### src/hdl/ssr_pkg.sv
// Shared types and constants for the stepper speed ramp and step-timer block.
package ssr_pkg;

  localparam int unsigned SPEED_W = 16;
  localparam int unsigned FREQ_W  = 19;
  localparam int unsigned WORD_W  = 32;
  localparam int unsigned RATIO_W = 17;
  localparam int unsigned CNT_W   = 16;
  localparam int unsigned CMP_W   = 15;
  localparam int unsigned OUT_W   = 88;

  localparam logic [WORD_W-1:0]  SEC_PER_MIN = 32'd60;
  localparam logic [FREQ_W-1:0]  FREQ_LIMIT  = 19'h7FFFF;
  localparam logic [RATIO_W-1:0] RATIO_LIMIT = 17'h10000;

  // Reciprocal of 60: exact floor for any product below the saturation point,
  // which stays under 2^25. 35791395 * 60 exceeds 2^31 by 52, below 2^(31-25).
  localparam int unsigned        FREQ_IN_W     = 25;
  localparam int unsigned        FREQ_RECIP_W  = 26;
  localparam int unsigned        FREQ_SHIFT    = 31;
  localparam logic [FREQ_RECIP_W-1:0] FREQ_RECIP = 26'd35791395;
  // 60 * (FREQ_LIMIT + 1): products at or above this saturate the frequency
  localparam logic [WORD_W-1:0]  FREQ_SAT_PROD = 32'd31457280;

  localparam logic CFG_ACCEL_STEP = 1'b0;
  localparam logic CFG_CLOCK_HZ   = 1'b1;

  // Controller states
  typedef enum logic [3:0] {
    ST_IDLE,
    ST_MUL,
    ST_FREQ,
    ST_CNT_GO,
    ST_CNT_WAIT,
    ST_RAT_MUL,
    ST_RAT,
    ST_SCL_GO,
    ST_SCL_WAIT,
    ST_FINISH
  } state_t;

  // Which quotient is being formed
  typedef enum logic [1:0] {
    DS_FREQ,
    DS_COUNTS,
    DS_RATIO,
    DS_SCALE
  } div_sel_t;

  typedef struct packed {
    logic     accept;
    logic     mul;
    logic     div_start;
    logic     capture;
    div_sel_t sel;
    logic     load_out;
  } ctrl_cmd_t;

  typedef struct packed {
    logic div_done;
    logic freq_zero;
    logic quo_big;
    logic out_free;
  } ctrl_sts_t;

endpackage

### src/hdl/ssr_div.sv
// Radix-2 restoring divider, one quotient bit per cycle.
module ssr_div (
  input  logic                       clk,
  input  logic                       rst_n,
  input  logic                       start,
  input  logic [ssr_pkg::WORD_W-1:0] dividend,
  input  logic [ssr_pkg::WORD_W-1:0] divisor,
  output logic [ssr_pkg::WORD_W-1:0] quotient,
  output logic                       done
);
  import ssr_pkg::*;

  localparam int unsigned STEP_W = $clog2(WORD_W);

  logic [WORD_W-1:0] rem_r, rem_nxt;
  logic [WORD_W-1:0] quo_r, quo_nxt;
  logic [WORD_W-1:0] den_r;
  logic [STEP_W-1:0] cnt_r;
  logic              busy_r;
  logic              done_r;
  logic [WORD_W+1:0] trial;

  // Shift in one dividend bit and try the subtract
  always_comb begin
    trial = {1'b0, rem_r, quo_r[WORD_W-1]} - {2'b00, den_r};
    if (!trial[WORD_W+1]) begin
      rem_nxt = trial[WORD_W-1:0];
      quo_nxt = {quo_r[WORD_W-2:0], 1'b1};
    end else begin
      rem_nxt = {rem_r[WORD_W-2:0], quo_r[WORD_W-1]};
      quo_nxt = {quo_r[WORD_W-2:0], 1'b0};
    end
  end

  // Iterate control
  always_ff @(posedge clk) begin
    if (!rst_n) begin
      busy_r <= 1'b0;
      done_r <= 1'b0;
      cnt_r  <= '0;
    end else begin
      done_r <= 1'b0;
      if (start) begin
        busy_r <= 1'b1;
        cnt_r  <= '0;
      end else if (busy_r) begin
        cnt_r <= cnt_r + 1'b1;
        if (cnt_r == STEP_W'(WORD_W - 1)) begin
          busy_r <= 1'b0;
          done_r <= 1'b1;
        end
      end
    end
  end

  // Working registers
  always_ff @(posedge clk) begin
    if (start) begin
      rem_r <= '0;
      quo_r <= dividend;
      den_r <= divisor;
    end else if (busy_r) begin
      rem_r <= rem_nxt;
      quo_r <= quo_nxt;
    end
  end

  assign quotient = quo_r;
  assign done     = done_r;

endmodule

### src/hdl/ssr_ctrl.sv
// Sequencer for ramp, multiply and the chain of divisions per request.
module ssr_ctrl (
  input  logic               clk,
  input  logic               rst_n,
  input  logic               in_tvalid,
  output logic               in_tready,
  input  ssr_pkg::ctrl_sts_t sts,
  output ssr_pkg::ctrl_cmd_t cmd
);
  import ssr_pkg::*;

  state_t state_r, state_nxt;

  always_ff @(posedge clk) begin
    if (!rst_n) begin
      state_r <= ST_IDLE;
    end else begin
      state_r <= state_nxt;
    end
  end

  // Next state
  always_comb begin
    state_nxt = state_r;
    unique case (state_r)
      ST_IDLE:      if (in_tvalid) state_nxt = ST_MUL;
      ST_MUL:       state_nxt = ST_FREQ;
      ST_FREQ:      state_nxt = sts.freq_zero ? ST_FINISH : ST_CNT_GO;
      ST_CNT_GO:    state_nxt = ST_CNT_WAIT;
      ST_CNT_WAIT:  begin
        if (sts.div_done) state_nxt = sts.quo_big ? ST_RAT_MUL : ST_FINISH;
      end
      ST_RAT_MUL:   state_nxt = ST_RAT;
      ST_RAT:       state_nxt = ST_SCL_GO;
      ST_SCL_GO:    state_nxt = ST_SCL_WAIT;
      ST_SCL_WAIT:  if (sts.div_done) state_nxt = ST_FINISH;
      ST_FINISH:    if (sts.out_free) state_nxt = ST_IDLE;
      default:      state_nxt = ST_IDLE;
    endcase
  end

  // Commands to the datapath
  always_comb begin
    cmd       = '0;
    cmd.sel   = DS_FREQ;
    in_tready = 1'b0;
    unique case (state_r)
      ST_IDLE: begin
        in_tready  = 1'b1;
        cmd.accept = in_tvalid;
      end
      ST_MUL: begin
        cmd.mul = 1'b1;
        cmd.sel = DS_FREQ;
      end
      ST_FREQ: begin
        cmd.capture = 1'b1;
        cmd.sel     = DS_FREQ;
      end
      ST_CNT_GO: begin
        cmd.div_start = 1'b1;
        cmd.sel       = DS_COUNTS;
      end
      ST_CNT_WAIT: begin
        cmd.capture = sts.div_done;
        cmd.sel     = DS_COUNTS;
      end
      ST_RAT_MUL: begin
        cmd.mul = 1'b1;
        cmd.sel = DS_RATIO;
      end
      ST_RAT: begin
        cmd.capture = 1'b1;
        cmd.sel     = DS_RATIO;
      end
      ST_SCL_GO: begin
        cmd.div_start = 1'b1;
        cmd.sel       = DS_SCALE;
      end
      ST_SCL_WAIT: begin
        cmd.capture = sts.div_done;
        cmd.sel     = DS_SCALE;
      end
      ST_FINISH:    cmd.load_out = sts.out_free;
      default:      cmd = '0;
    endcase
  end

endmodule

### src/hdl/ssr_dpath.sv
// Datapath: config registers, speed ramp, multipliers, shared divider, result register.
module ssr_dpath #(
  parameter int unsigned STEPS_PER_REV = 400,
  parameter int unsigned TIMER_MAX     = 65535
) (
  input  logic                         clk,
  input  logic                         rst_n,
  input  logic                         cfg_we,
  input  logic                         cfg_index,
  input  logic [ssr_pkg::WORD_W-1:0]   cfg_data,
  input  logic [ssr_pkg::SPEED_W-1:0]  in_tdata,
  output logic                         out_tvalid,
  input  logic                         out_tready,
  output logic [ssr_pkg::OUT_W-1:0]    out_tdata,
  output logic                         out_tuser,
  input  ssr_pkg::ctrl_cmd_t           cmd,
  output ssr_pkg::ctrl_sts_t           sts
);
  import ssr_pkg::*;

  localparam logic [WORD_W-1:0]  TMAX_W = WORD_W'(TIMER_MAX);
  localparam logic [SPEED_W-1:0] SPR_W  = SPEED_W'(STEPS_PER_REV);

  // Reciprocal of TIMER_MAX: ceil(2^k / TIMER_MAX) with k = 32 + ceil(log2 TIMER_MAX)
  // gives the exact floor for every 32-bit counts value; it fits in 33 bits.
  localparam int unsigned RAT_SHIFT    = WORD_W + $clog2(TIMER_MAX);
  localparam logic [63:0] RAT_RECIP    = ((64'd1 << RAT_SHIFT) + 64'(TIMER_MAX) - 64'd1)
                                         / 64'(TIMER_MAX);
  localparam logic [15:0] RAT_RECIP_LO = RAT_RECIP[15:0];
  localparam logic [16:0] RAT_RECIP_HI = RAT_RECIP[32:16];

  logic [SPEED_W-1:0] accel_r;
  logic [WORD_W-1:0]  clock_r;
  logic [SPEED_W-1:0] speed_r, speed_nxt;
  logic [WORD_W-1:0]  prod_r;
  logic [47:0]        rat_lo_r;
  logic [48:0]        rat_hi_r;
  logic [FREQ_W-1:0]  freq_r;
  logic [WORD_W-1:0]  counts_r;
  logic [RATIO_W-1:0] ratio_r;
  logic               out_valid_r;
  logic [OUT_W-1:0]   out_data_r;
  logic               out_stop_r;

  logic [WORD_W-1:0]  div_dividend, div_divisor, quo;
  logic               div_done;
  logic [SPEED_W:0]   up_sum;
  logic [SPEED_W-1:0] down_gap;
  logic [FREQ_IN_W+FREQ_RECIP_W-1:0] freq_prod;
  logic [FREQ_W-1:0]  freq_calc;
  logic [64:0]        rat_sum;
  logic [64:0]        rat_quo;
  logic [RATIO_W-1:0] ratio_calc;
  logic [WORD_W-1:0]  counts_fix;
  logic [CNT_W-1:0]   reload;
  logic [CNT_W-1:0]   prescale;
  logic [CMP_W-1:0]   compare;

  // Configuration writes
  always_ff @(posedge clk) begin
    if (!rst_n) begin
      accel_r <= 16'd1;
      clock_r <= 32'd84000000;
    end else if (cfg_we) begin
      unique case (cfg_index)
        CFG_ACCEL_STEP: accel_r <= cfg_data[SPEED_W-1:0];
        CFG_CLOCK_HZ:   clock_r <= cfg_data;
        default:        accel_r <= accel_r;
      endcase
    end
  end

  // Move the kept speed toward the target, clamp at the target
  always_comb begin
    up_sum    = {1'b0, speed_r} + {1'b0, accel_r};
    down_gap  = speed_r - in_tdata;
    speed_nxt = speed_r;
    if (speed_r < in_tdata) begin
      speed_nxt = (up_sum > {1'b0, in_tdata}) ? in_tdata : up_sum[SPEED_W-1:0];
    end else if (speed_r > in_tdata) begin
      speed_nxt = (down_gap <= accel_r) ? in_tdata : speed_r - accel_r;
    end
  end

  always_ff @(posedge clk) begin
    if (!rst_n) begin
      speed_r <= '0;
    end else if (cmd.accept) begin
      speed_r <= speed_nxt;
    end
  end

  // Speed times steps per revolution, or counts times the reciprocal of TIMER_MAX
  always_ff @(posedge clk) begin
    if (cmd.mul) begin
      if (cmd.sel == DS_RATIO) begin
        rat_lo_r <= counts_r * RAT_RECIP_LO;
        rat_hi_r <= counts_r * RAT_RECIP_HI;
      end else begin
        prod_r <= speed_r * SPR_W;
      end
    end
  end

  // Quotients by the constants 60 and TIMER_MAX through reciprocal products
  always_comb begin
    freq_prod  = prod_r[FREQ_IN_W-1:0] * FREQ_RECIP;
    freq_calc  = (prod_r >= FREQ_SAT_PROD) ? FREQ_LIMIT
                                           : freq_prod[FREQ_SHIFT+FREQ_W-1:FREQ_SHIFT];
    rat_sum    = {rat_hi_r, 16'b0} + {17'b0, rat_lo_r};
    rat_quo    = rat_sum >> RAT_SHIFT;
    ratio_calc = (rat_quo >= 65'(RATIO_LIMIT)) ? RATIO_LIMIT
                                               : rat_quo[RATIO_W-1:0] + 1'b1;
  end

  // Divider operands
  always_comb begin
    div_dividend = counts_r;
    div_divisor  = {{(WORD_W-RATIO_W){1'b0}}, ratio_r};
    if (cmd.sel == DS_COUNTS) begin
      div_dividend = clock_r;
      div_divisor  = {{(WORD_W-FREQ_W){1'b0}}, freq_r};
    end
  end

  ssr_div u_div (
    .clk      (clk),
    .rst_n    (rst_n),
    .start    (cmd.div_start),
    .dividend (div_dividend),
    .divisor  (div_divisor),
    .quotient (quo),
    .done     (div_done)
  );

  // Capture quotients with their saturation
  always_ff @(posedge clk) begin
    if (cmd.accept) begin
      freq_r   <= '0;
      ratio_r  <= RATIO_W'(1);
      counts_r <= '0;
    end else if (cmd.capture) begin
      unique case (cmd.sel)
        DS_FREQ: begin
          freq_r <= freq_calc;
        end
        DS_COUNTS: begin
          counts_r <= quo;
          ratio_r  <= RATIO_W'(1);
        end
        DS_RATIO: begin
          ratio_r <= ratio_calc;
        end
        DS_SCALE: begin
          counts_r <= (quo > TMAX_W) ? TMAX_W : quo;
        end
        default: freq_r <= freq_r;
      endcase
    end
  end

  // Timer fields from counts and ratio
  always_comb begin
    counts_fix = (counts_r == '0) ? WORD_W'(1) : counts_r;
    reload     = CNT_W'(counts_fix - 1'b1);
    prescale   = CNT_W'(ratio_r - 1'b1);
    compare    = reload[CNT_W-1:1];
  end

  // Result register, refilled when empty or being taken
  always_ff @(posedge clk) begin
    if (!rst_n) begin
      out_valid_r <= 1'b0;
    end else if (cmd.load_out) begin
      out_valid_r <= 1'b1;
    end else if (out_tready) begin
      out_valid_r <= 1'b0;
    end
  end

  always_ff @(posedge clk) begin
    if (cmd.load_out) begin
      out_stop_r <= (freq_r == '0);
      if (freq_r == '0) begin
        out_data_r <= {6'b0, {(CMP_W+2*CNT_W){1'b0}}, freq_r, speed_r};
      end else begin
        out_data_r <= {6'b0, compare, prescale, reload, freq_r, speed_r};
      end
    end
  end

  assign out_tvalid = out_valid_r;
  assign out_tdata  = out_data_r;
  assign out_tuser  = out_stop_r;

  // Status back to the controller
  always_comb begin
    sts.div_done  = div_done;
    sts.freq_zero = (prod_r < SEC_PER_MIN);
    sts.quo_big   = (quo > TMAX_W);
    sts.out_free  = !out_valid_r || out_tready;
  end

endmodule

### src/hdl/stepper_speed_ramp_pwm_timer.sv
// Stepper speed ramp with step-timer reload, prescaler and compare calculation.
// Each request carries a target speed in rpm; the kept speed moves toward it by at most
// accel_step and clamps at the target. The result gives the ramped speed, the step
// frequency (speed * STEPS_PER_REV / 60, saturated at 524287), and the reload,
// prescaler and half-period compare values for a timer counting to TIMER_MAX; a zero
// frequency sets the stopped flag in tuser and zeroes the timer fields. One request is
// worked on at a time. A single shared 32-bit divider yields one quotient bit per cycle
// and runs up to two divisions in turn; the divisions by 60 and by TIMER_MAX use
// reciprocal products. A new request is taken while the previous result still waits
// in the output register. Configuration must be written only while no request is in
// flight; the block itself does not enforce this.
module stepper_speed_ramp_pwm_timer #(
  parameter int unsigned STEPS_PER_REV = 400,
  parameter int unsigned TIMER_MAX     = 65535
) (
  input  logic                        clk,
  input  logic                        rst_n,
  // configuration: index 0 accel_step, index 1 clock_hz
  input  logic                        cfg_we,
  input  logic                        cfg_index,
  input  logic [ssr_pkg::WORD_W-1:0]  cfg_data,
  input  logic                        in_tvalid,
  output logic                        in_tready,
  // [15:0] target_speed
  input  logic [ssr_pkg::SPEED_W-1:0] in_tdata,
  output logic                        out_tvalid,
  input  logic                        out_tready,
  // [15:0] current_speed, [34:16] step_freq, [50:35] reload_value,
  // [66:51] prescale_value, [81:67] compare_value, [87:82] zero
  output logic [ssr_pkg::OUT_W-1:0]   out_tdata,
  // [0] stopped
  output logic                        out_tuser
);
  import ssr_pkg::*;

  ctrl_cmd_t cmd;
  ctrl_sts_t sts;

  ssr_ctrl u_ctrl (
    .clk       (clk),
    .rst_n     (rst_n),
    .in_tvalid (in_tvalid),
    .in_tready (in_tready),
    .sts       (sts),
    .cmd       (cmd)
  );

  ssr_dpath #(
    .STEPS_PER_REV (STEPS_PER_REV),
    .TIMER_MAX     (TIMER_MAX)
  ) u_dpath (
    .clk        (clk),
    .rst_n      (rst_n),
    .cfg_we     (cfg_we),
    .cfg_index  (cfg_index),
    .cfg_data   (cfg_data),
    .in_tdata   (in_tdata),
    .out_tvalid (out_tvalid),
    .out_tready (out_tready),
    .out_tdata  (out_tdata),
    .out_tuser  (out_tuser),
    .cmd        (cmd),
    .sts        (sts)
  );

  // One request at a time: busy right after an accept
  a_busy_after_accept: assert property (@(posedge clk) disable iff (!rst_n)
    in_tvalid && in_tready |=> !in_tready)
    else $error("input accepted while a request is in flight");

  // Stopped result carries zero timer fields
  a_stopped_zero: assert property (@(posedge clk) disable iff (!rst_n)
    out_tvalid && out_tuser |-> out_tdata[81:35] == '0 && out_tdata[34:16] == '0)
    else $error("stopped result with nonzero timer fields");

  // Running result has a nonzero frequency
  a_running_freq: assert property (@(posedge clk) disable iff (!rst_n)
    out_tvalid && !out_tuser |-> out_tdata[34:16] != '0)
    else $error("running result with zero step frequency");

  // Divider is only started from a start state, never while capturing
  a_div_cmd: assert property (@(posedge clk) disable iff (!rst_n)
    !(cmd.div_start && (cmd.capture || cmd.accept || cmd.load_out)))
    else $error("divider start overlaps another command");

endmodule
### config.mk
export PLATFORM = sky130hd
export DESIGN_NAME = stepper_speed_ramp_pwm_timer
export DESIGN_NICKNAME = d
export VERILOG_FILES = /design/src/hdl/ssr_pkg.sv /design/src/hdl/ssr_div.sv /design/src/hdl/ssr_ctrl.sv /design/src/hdl/ssr_dpath.sv /design/src/hdl/stepper_speed_ramp_pwm_timer.sv
export SDC_FILE = /design/constraint.sdc
export NUM_CORES = 1
export LEC_CHECK = 0
export ABC_CLOCK_PERIOD_IN_PS = 24100
export BUFFER_PORTS_ARGS = -buffer_cell sky130_fd_sc_hd__buf_2
export CAP_MARGIN = 20
export CORE_ASPECT_RATIO = 0.9
export CORE_MARGIN = 2
export CORE_UTILIZATION = 55
export CTS_CLUSTER_DIAMETER = 100
export DETAILED_ROUTE_END_ITERATION = 12
export GPL_ROUTABILITY_DRIVEN = 0
export PLACE_DENSITY = 0.73
export SLEW_MARGIN = 40
export SYNTH_ARGS = -nofsm -noshare
export SYNTH_HDL_FRONTEND = slang
export SYNTH_SLANG_ARGS = --single-unit
### constraint.sdc
create_clock -name clk -period 24.1 [get_ports clk]
set_input_delay 3.615 -clock clk [delete_from_list [all_inputs] [get_ports clk]]
set_output_delay 3.615 -clock clk [all_outputs]
set_load 0.01 [all_outputs]
==> results <==
- Gates resized during post-CTS repair numbered 0.
- The total negative setup slack is 0 ns.
- In the final routed layout, each cell accounts on average for 18.1 um.
- The max-slew violation count is 0.
- The via count of the first global-routing pass is 21.3k.
- In this run switching power makes up 41.1% of total power.
- For this design, the CTS-stage hold fixing added 0 buffers.
- In the routed layout, each cell is associated on average with a via count of 5.85.
- The class of the tightest hold or removal check is reg2reg.
- Cell internal power was estimated by the tool at 1.91 mW.
- The number of nets in the finished design is 3498.
- The number of antenna violations at the first check in global routing came to 1.
- Global routing used 25.5% of the available tracks across all layers.
- The portion of the clock cycle consumed by the worst path in the final layout is 34.5%.
- Clock tree synthesis selected as its root buffer the cell clkbuf_16.
- The die is 217 um tall.
- Summing over every cut layer, the via total after detailed routing is 21.4k.
- The fraction of the yosys area taken by sequential cells is 34.8%.
- The largest buffer count on any clock path is 3.
- The worst pin sits at a relative slew slack of 44.7%.
- In this run the cell area of the synthesized design comes to 0.0278 mm2.
- The number of clock sinks is 381.
- The DRC violation total after the first TritonRoute iteration is 1534.
- The worst hold-check slack is 0.463 ns.
- The largest fanout on the critical path is 27.
- The fraction of final layout cells sized beyond drive strength 1 is 9.69%.
- The initial core utilization is 55.4%.
- The Yosys step of the flow raised 0 warnings.
- The setup slack of the most critical reg-to-reg path is 17.66 ns.
- TritonCTS built the clock tree.
- The worst-case IR drop observed on VDD is 88.6 uV.
- The DRC violation count after routing is 0.
- In the final layout, the multi-input gates occupy 0.0165 mm2.
- The leakage component of the power is 13.9 nW.
- For the worst setup path, the data required time is 24.60 ns.
- Max-cap violations in this run came to 0.
- The cell area power density is 106 mW/mm2.
- The number of flops mapped to enable cells by yosys is 205.
- The worst setup path is of the in2reg kind.
- The number of antenna diodes in the final layout is 0.
- In this run the power spent charging and discharging nets is 1.33 mW.
- The clock input transition at the sequential cells of the worst setup and hold paths is 0.06 ns.
- The worst-margin pin slew is 0.829 ns.
- Across the routed clock network, the largest skew measured is 0.0424 ns.
- The share of total power in sequential cells is 25.7%.
- After synthesis, the share of flip-flops with an asynchronous set or reset is 0%.
- CTS built an H-tree with a depth of 2.
- The share of total power dissipated in combinational logic is 53.8%.
- The largest net degree at the start of global routing is 85.
- Clock tree synthesis inserted a total of 43 buffers.
- STA puts the critical path data arrival time at 8.82 ns.
- In this run the tool buffered the top-level ports with 138 buffer cells.
- The overall die width is 241 um.
- The number of fill cells is 4170.
- The first-pass GRT wire length is 108 mm.
- Setup repair after global routing left no endpoint under its margin.
- Synthesis inferred 381 register bits.
- The number of setup buffers added after CTS is 0.
- The total area of sequential cells is 0.00968 mm2.
- The final hold violation count was 0.
- Measured on the finished design, the core utilization comes to 60.7%.
- After floorplanning, the core was sized to cover 0.0502 mm2.
- Compared with the post-synthesis result, the final layout area differs by 9.60%.
- The top achievable clock speed is 120 MHz.
- The total non-filler cell area in the finished layout is 0.0304 mm2.
- The first-pass iteration count of the detailed router is 5.
- The placed standard-cell area is 0.0290 mm2.
- The sort of element at the end of the critical path is a flop.
- The detail route stage leaves a number of antenna-violating nets equal to 0.
- The time the final worst path needs with I/O delays and setup is 8.32 ns.
- Summed over all layers, the routed wires come to 66.2 mm.
- The kind of start point of the critical path is an input port.
- The number of distinct standard cells referenced by the synthesized netlist is 81.
- The die covers 0.0523 mm2.
- The total of endpoints with negative setup slack in the final report is 0.
- The flow ran to the end, and the final reports show no timing, DRC or antenna violations.
- After legalization and detailed placement, the total HPWL measured 50.3 mm.
- 145 I/O pins were placed.
- The later pin in the worst-skew pair is clocked with a latency of 0.60 ns.
- For this run the aggregate overflow at the end of global routing stands at 0.
- The proportion of power drawn by the clock network is 20.6%.
- Synthesis produced 2853 cells.
- The most used flip-flop cell after synthesis is edfxtp_1.
- The post-synthesis area per instance is 9.74 um2.
- The floorplan has 78 rows.
cell families after synthesis:
| family | Yosys count | share of synthesized area [%] |
|---|---|---|
| adders and majority gates | 507 | 25.1 |
| and+or+nand+nor | 729 | 12.5 |
| AOI/OAI and AO/OA | 587 | 14.1 |
| other | 1 | 0.0135 |
| DFF | 381 | 34.8 |
| buffers and inverters | 428 | 6.10 |
| muxes | 61 | 2.28 |
| xor gates and xnor gates | 159 | 5.01 |
power by group through the flow:
stage               registers [mW]  clock network [mW]  logic (mW)
floorplan                    0.806                   0        1.34
global placement             0.839                   0        1.65
detailed placement           0.841                   0        1.71
CTS                          0.828               0.674        1.75
global route                 0.837               0.701        2.02
finish                       0.830               0.666        1.74
synth_stat cells (all sizes together), types with 19 or more instances:
library cell  count  share of area [%]
xnor2           101                3.2
mux2             19               0.77
edfxtp          205                 22
nand2b           37               0.83
dfxtp           176                 13
nand2           256                3.5
clkbuf           86                1.2
nor2b            29               0.65
ha              424                 19
nor3             38               0.68
buf              30               0.73
a21boi           45                1.2
nor2            155                2.1
mux2i            42                1.5
nand4            38               0.86
nand3            56                1.0
fa               83                6.0
o21ai           146                2.6
xor2             58                1.8
nor4             33               0.74
a21o             38                1.0
inv             311                4.2
a31oi            20               0.45
a21oi           136                2.5
state kept, by name, indices dropped and copies added (netlist names), 17 cells and up:
signal and count:
u_dpath.clock_r 32, u_dpath.prod_r 21, u_dpath.u_div.rem_r 32, u_dpath.u_div.den_r 19, u_dpath.counts_r 32, u_dpath.u_div.quotient 32, u_dpath.rat_hi_r 49, u_dpath.out_tdata 67
u_dpath.freq_r 19, u_dpath.ratio_r 17
final cells by class:
cell class,count,area share (%)
timing repair buffer,150,2.59
multi-input combinational,2049,54.2
inverter,312,3.85
tap,680,2.79
sequential,381,31.8
clock buffer,55,3.92
clock inverter,25,0.838
worst paths after layout:
kind | start | end | depth (start not counted)
setup reg to reg | u_dpath.prod_r[23] | u_dpath.freq_r[12] | 22
hold / removal | u_dpath.clock_r[25] | u_dpath.clock_r[25] | 2
hold reg to reg | u_dpath.clock_r[25] | u_dpath.clock_r[25] | 2
setup / recovery | in_tdata[1] | u_dpath.speed_r[13] | 23
per-stage QoR:
stage / cells / total power [mW] / worst slack, ns
after global routing: 3652 / 3.56 / 15.49
after detailed placement: 3572 / 2.56 / 15.40
after floorplan: 2858 / 2.15 / 15.72
after CTS: 3652 / 3.25 / 15.96
final: 3652 / 3.23 / 15.78
after global placement: 3572 / 2.49 / 15.10
metal layers:
layer	vias to the layer above	global-route usage [%]	share of wire [%]
met5	-	0	0.024
met4	2	9.55	3.8
met3	165	3.89	6.2
met2	728	42.3	46
met1	10200	33.7	44
li1	10300	-	-
critical path, stage by stage:
cell,delay [ns]
buf_2,0.12
inv_1,0.07
ha_1,0.31
nor2b_1,0.14
o21ai_0,0.20
a21boi_0,0.15
o21ai_0,0.24
a21oi_1,0.13
a41o_1,0.28
o41ai_1,0.60
o21bai_1,0.12
a21oi_1,0.21
xnor2_1,0.15
ha_1,0.27
a21o_1,0.16
a21o_1,0.18
a21oi_1,0.15
o21ai_0,0.10
a21oi_1,0.13
a311o_2,0.50
and2_1,0.64
a211oi_1,0.18
o22ai_1,0.18
layout by cell type, fill, tap and decap left out, types with 12 or more instances in the layout:
cell,netlist,routed
xnor2_1,101,101
xor2_1,58,58
or3_1,15,15
o21ai_0,134,134
fa_1,83,83
nor3_1,38,38
a21oi_1,136,136
nor2b_1,29,27
mux2i_1,42,42
o221a_2,16,16
and3_1,18,17
clkbuf_16,0,45
nand2_1,256,254
a31oi_1,20,20
mux2_2,19,19
buf_2,5,138
o21bai_1,13,13
dfxtp_1,176,175
a211oi_1,13,13
a311oi_1,12,12
and2_1,16,15
nand4_1,38,38
o211ai_1,12,12
nor4_1,33,31
ha_1,424,423
edfxtp_1,205,205
nor2_1,155,154
inv_1,311,311
a21o_1,38,38
nand3_1,56,55
a22oi_1,18,18
nand2b_1,37,37
a21boi_0,45,45
(Power assumes the default switching activity.)
